==> src/hdl/centre_weighted_median_3x3_unit_defines.svh <==
// assertion helpers used by the top-level rtl
`ifndef CENTRE_WEIGHTED_MEDIAN_3X3_UNIT_DEFINES_SVH
`define CENTRE_WEIGHTED_MEDIAN_3X3_UNIT_DEFINES_SVH

// same-cycle implication
`define CWM_ASSERT_IMP(lbl, clk, rst_n, ante, cons) \
    lbl: assert property (@(posedge clk) disable iff (!rst_n) (ante) |-> (cons)) \
        else $error("cwm check failed");

// next-cycle implication
`define CWM_ASSERT_NEXT(lbl, clk, rst_n, ante, cons) \
    lbl: assert property (@(posedge clk) disable iff (!rst_n) (ante) |=> (cons)) \
        else $error("cwm check failed");

`endif

==> src/hdl/cwm_pkg.sv <==
`timescale 1ns / 1ps
package cwm_pkg;

    localparam int PIX_W     = 8;
    localparam int STR_W     = 4;
    localparam int LW_W      = 12;
    localparam int FH_W      = 13;
    localparam int CFG_IDX_W = 2;
    localparam int CFG_DAT_W = 13;
    localparam int WIN_N     = 9;
    localparam int CENTRE    = 4;
    localparam int RANK_W    = 5;
    localparam int HT_MAX    = 4096;

    localparam logic [CFG_IDX_W-1:0] CFG_STRENGTH     = 2'd0;
    localparam logic [CFG_IDX_W-1:0] CFG_LINE_WIDTH   = 2'd1;
    localparam logic [CFG_IDX_W-1:0] CFG_FRAME_HEIGHT = 2'd2;

    localparam logic [STR_W-1:0] STRENGTH_RST     = 4'd5;
    localparam logic [LW_W-1:0]  LINE_WIDTH_RST   = 12'd2048;
    localparam logic [FH_W-1:0]  FRAME_HEIGHT_RST = 13'd1080;

    typedef logic signed [PIX_W-1:0] t_pix;

    typedef logic [WIN_N-1:0][PIX_W-1:0] t_win;

    typedef struct packed {
        t_pix t2;
        t_pix t1;
        t_pix t0;
    } t_row;

    typedef struct packed {
        logic op;
        t_pix pixel_in;
    } t_in_item;

    typedef struct packed {
        t_pix pixel_out;
        logic end_of_frame;
    } t_out_item;

    function automatic logic [STR_W-1:0] f_centre_weight(input logic [STR_W-1:0] s);
        logic [STR_W-1:0] w;
        if (s >= 4'd9) begin
            w = 4'd1;
        end else begin
            w = 4'd10 - s;
        end
        return w;
    endfunction

endpackage

==> src/hdl/cwm_median.sv <==
`timescale 1ns / 1ps
module cwm_median
    import cwm_pkg::*;
(
    input  logic             i_clk,
    input  logic             i_load,
    input  t_win             i_win,
    input  logic [STR_W-1:0] i_cw,
    output t_pix             o_value
);

    t_win                              r_win;
    logic [WIN_N-1:0][RANK_W-1:0]      r_lt;
    logic [WIN_N-1:0][RANK_W-1:0]      n_lt;
    logic [STR_W-1:0]                  r_cw;
    logic [RANK_W-1:0]                 r_ka;
    logic [RANK_W-1:0]                 r_kb;
    logic [RANK_W-1:0]                 n_ka;
    logic [RANK_W-1:0]                 n_kb;
    t_pix                              w_a;
    t_pix                              w_b;
    logic signed [PIX_W+1:0]           w_sum;

    // weighted rank of each sample, ties broken by position
    always_comb begin
        logic ahead;
        for (int i = 0; i < WIN_N; i++) begin
            n_lt[i] = '0;
            for (int j = 0; j < WIN_N; j++) begin
                ahead = ($signed(i_win[j]) < $signed(i_win[i]))
                     || ((i_win[j] == i_win[i]) && (j < i));
                if ((j != i) && ahead) begin
                    if (j == CENTRE) begin
                        n_lt[i] = n_lt[i] + RANK_W'(i_cw);
                    end else begin
                        n_lt[i] = n_lt[i] + RANK_W'(1);
                    end
                end
            end
        end
        n_ka = (RANK_W'(i_cw) + RANK_W'(7)) >> 1;
        n_kb = (RANK_W'(i_cw) + RANK_W'(8)) >> 1;
    end

    always_ff @(posedge i_clk) begin
        if (i_load) begin
            r_win <= i_win;
            r_lt  <= n_lt;
            r_cw  <= i_cw;
            r_ka  <= n_ka;
            r_kb  <= n_kb;
        end
    end

    always_comb begin
        logic [RANK_W-1:0] wt;
        w_a = '0;
        w_b = '0;
        for (int i = 0; i < WIN_N; i++) begin
            wt = (i == CENTRE) ? RANK_W'(r_cw) : RANK_W'(1);
            if ((r_lt[i] <= r_ka) && (r_ka < r_lt[i] + wt)) begin
                w_a = r_win[i];
            end
            if ((r_lt[i] <= r_kb) && (r_kb < r_lt[i] + wt)) begin
                w_b = r_win[i];
            end
        end
    end

    assign w_sum   = (PIX_W+2)'(w_a) + (PIX_W+2)'(w_b) + (PIX_W+2)'(1);
    assign o_value = PIX_W'(w_sum >>> 1);

endmodule

==> config.mk <==
export PLATFORM = sky130hd
export DESIGN_NAME = cwm_median
export DESIGN_NICKNAME = d
export VERILOG_FILES = /design/src/hdl/centre_weighted_median_3x3_unit_defines.svh /design/src/hdl/cwm_pkg.sv /design/src/hdl/cwm_median.sv
export SDC_FILE = /design/constraint.sdc
export NUM_CORES = 1
export LEC_CHECK = 0
export ABC_AREA = 1
export ABC_CLOCK_PERIOD_IN_PS = 5200
export BUFFER_PORTS_ARGS = -buffer_cell sky130_fd_sc_hd__buf_2
export CORE_MARGIN = 3
export CORE_UTILIZATION = 59
export DETAILED_ROUTE_END_ITERATION = 10
export HOLD_SLACK_MARGIN = 0.08
export PLACE_DENSITY = 0.8
export SLEW_MARGIN = 25
export SYNTH_ARGS = -nofsm -noshare
export SYNTH_HDL_FRONTEND = slang
export SYNTH_SLANG_ARGS = --single-unit
==> constraint.sdc <==
create_clock -name i_clk -period 5.2 [get_ports i_clk]
set_clock_uncertainty 0.1 [all_clocks]
set_input_delay 0.52 -clock i_clk [delete_from_list [all_inputs] [get_ports i_clk]]
set_output_delay 0.52 -clock i_clk [all_outputs]
set_load 0.03 [all_outputs]
==> run metrics <==
DRT antenna net count 0; global-route congestion overflow total 0; most used standard cell by instance count after synthesis sky130_fd_sc_hd__nand2_1; Setup TNS Final -38.3 ps; ratio of cells with drive above 1 in the final layout 25.1%; maximum fanout encountered on the critical timing path 8; post-synthesis area per instance 6.97 um^2; delay of the slowest cell on the worst path 500 ps; crit start category flip-flop; final weighted congestion of routability-driven global placement 0.996; hold-critical path endpoint r_win[63]; crit path max-delay cell type sky130_fd_sc_hd__edfxtp_1; mux cell area share after synthesis less than 1%; length of the first detailed-routing pass in iterations 9; Fmax achieved between 150 and 200 MHz; fin crit share 101%; hold-fix buffers at CTS 0; dominant cell type by area after synthesis sky130_fd_sc_hd__ha_1; path category of the worst min-delay check in -> reg; final count of hold timing violations 0; maximum vdd drop 0.520 mV; FP Rows 70; total leakage power 15.2 nW; clock slew seen by the registers of the worst setup and hold paths about 60 ps; number of distinct library cell variants in the gate-level netlist after synthesis 58; total of endpoints with negative setup slack in the final report 1; number of instances in the placed design 4147; critical path capture point type primary output; TritonCTS clock tree yes; top flip-flop cell by instance count after synthesis sky130_fd_sc_hd__edfxtp_1; shortest clock period the worst path allows after layout 5240 ps; Syn Inst Count 3222; relative area change from synthesis to final layout 27.5%; final-stage net count about 4300; Die Area 40500 um^2; I/O pin count 86; cells taking the most area after synthesis sky130_fd_sc_hd__ha_1, sky130_fd_sc_hd__edfxtp_1, sky130_fd_sc_hd__nand2_1; worst slew pin tran 843 ps; Setup Crit Path Kind reg -> out; initial antenna violation count 0; half-perimeter wire length after placement 62.6 mm; outcome complete, but fails checks; final wirelength a little under 80 mm; # H-tree levels 4; total inserted antenna cells 0; Yosys reg bits around 130; setup ws final -38.3 ps; Final Slew Violations 0; sinks on the clock net ~130; Simple-Gate Fraction of Synth Area 29.2%; most frequent cells after synthesis sky130_fd_sc_hd__nand2_1, sky130_fd_sc_hd__ha_1, sky130_fd_sc_hd__inv_1; post-synthesis share of cell area spent on xor and xnor gates under 10%; number of buffers on the longest clock path 2; detailed-route wire length per cell 18.8 um; start point of the worst hold path i_win[63]; largest family of logic cells by synthesized area adder cells; initial drt markers 2622; buffers added on ports 85; instance count along the most critical hold path 1; final worst hold slack 181 ps; effective utilization at floorplan 60.6%; critical path's top delay family compound AO/OA/AOI/OAI gates; number of flops mapped to enable cells by yosys 126; Power Dens Cells 511 nW/um^2; source of the critical timing path r_lt[11]; WP data required about 4600 ps; CTS root buf sky130_fd_sc_hd__clkbuf_16; width of the die 201 um; number of buffers added by the clock tree synthesis step 17; violations in the final reports setup timing; summed instance area of the synthesized netlist about 22000 um^2; Maximum Capacitance Violations 0; Arr. time, crit path 4620 ps; via density per instance 5.81; pin count of the biggest net entering global routing 85; synthesis warning total 0; Total GRT Usage 36.3%; Die Span Y about 200 um; Compound-Gate Fraction of Synth Area 11.8%; share of async-settable or async-resettable flops after synthesis 0%; vias in the first global route 23256; unrepaired setup endpoints after global routing yes; Synth Area in Adders a little under a third; sequential element share of the synthesized area approximately 17%; wire length of the first global-routing pass 118 mm; detailed-route DRC error count 0; Bufs and invs on worst path 3; area of the core region 37000 um^2; worst rel slew slack 43.8%; top cell type's share of synthesized area 29.5%; routed via count 24602; final core occ 77.3%; Final Non-Filler Cells about 4200
-- layer usage --
metal	up-vias	wire length [um]	global-route usage, %
li1	11748	-	-
met1	11300	31000	46.2
met2	1246	36100	59.2
met3	308	7620	5.10
met4	0	4800	20.8
met5	-	0	0
-- cell families after synthesis --
kind of cell	after synthesis
simple gates	1480
other cells	1
xor+xnor	61
compound gates	462
fa+ha+maj	540
mux	1
buf+inv	551
flops	126
-- flip-flops by register name (all words and copies together) (netlist names) --
name,count
r_win,72
r_lt,45
r_cw,4
r_ka,4
r_kb,1
-- cell type report --
cell class | count | area [um^2]
multi-input cells | 2548 | 18000
fillers | 2627 | 8410
flip-flops and latches | 126 | 3780
repair buffers | 489 | 3640
inverters | 537 | 2040
well taps | 504 | 631
clock buffers | 17 | 425
clock inverters | 14 | 119
-- worst max path at each step --
stage                       endpoint  slack (ps)  cells after the start
final                     o_value[7]         -40                     25
after global routing      o_value[7]        -290                     26
after CTS                 o_value[7]         -60                     23
after detailed placement    r_lt[29]        -670                     32
after global placement      r_lt[19]        -450                     39
after floorplan             r_lt[19]         -10                     35
-- stage by stage --
| step | setup WS (ps) | power [W] | instance area (um^2) |
|---|---|---|---|
| after floorplan | -10.0 | 0.00834 | 22600 |
| after global placement | -447 | 0.0110 | 26200 |
| after detailed placement | -670 | 0.0114 | 26200 |
| after CTS | -56.1 | 0.0130 | 27100 |
| after global routing | -289 | 0.0159 | 28600 |
| final | -38.3 | 0.0146 | 28600 |
-- layout by cell type (no fill, tap or decap), types with 24 or more instances in the layout --
cell and instances:
sky130_fd_sc_hd__ha_1 464, sky130_fd_sc_hd__a21oi_1 192, sky130_fd_sc_hd__nand4_1 55, sky130_fd_sc_hd__ha_4 56, sky130_fd_sc_hd__a21oi_2 24, sky130_fd_sc_hd__edfxtp_1 126
sky130_fd_sc_hd__nand2_4 28, sky130_fd_sc_hd__o21a_1 28, sky130_fd_sc_hd__nor2_1 174, sky130_fd_sc_hd__o21ai_0 87, sky130_fd_sc_hd__inv_2 53, sky130_fd_sc_hd__or2_2 42
sky130_fd_sc_hd__buf_2 69, sky130_fd_sc_hd__inv_1 474, sky130_fd_sc_hd__xor2_1 35, sky130_fd_sc_hd__nand2_1 769, sky130_fd_sc_hd__buf_4 390, sky130_fd_sc_hd__nand2_2 101
sky130_fd_sc_hd__nand3_1 212
-- power breakdown --
part           switching, W  leakage (nW)  internal, W
sequential         0.000284          1.23      0.00142
combinational       0.00695          13.7      0.00484
clock              0.000477         0.261     0.000652
-- timing repair --
item / 4_1_cts / 5_1_grt
pin swaps: 22 / 164
gates resized for setup: 60 / 282
cloned: 0 / 2
endpoints found under the setup margin: 24 / 41
setup buffers: 12 / 43
(Power assumes the default switching activity.)
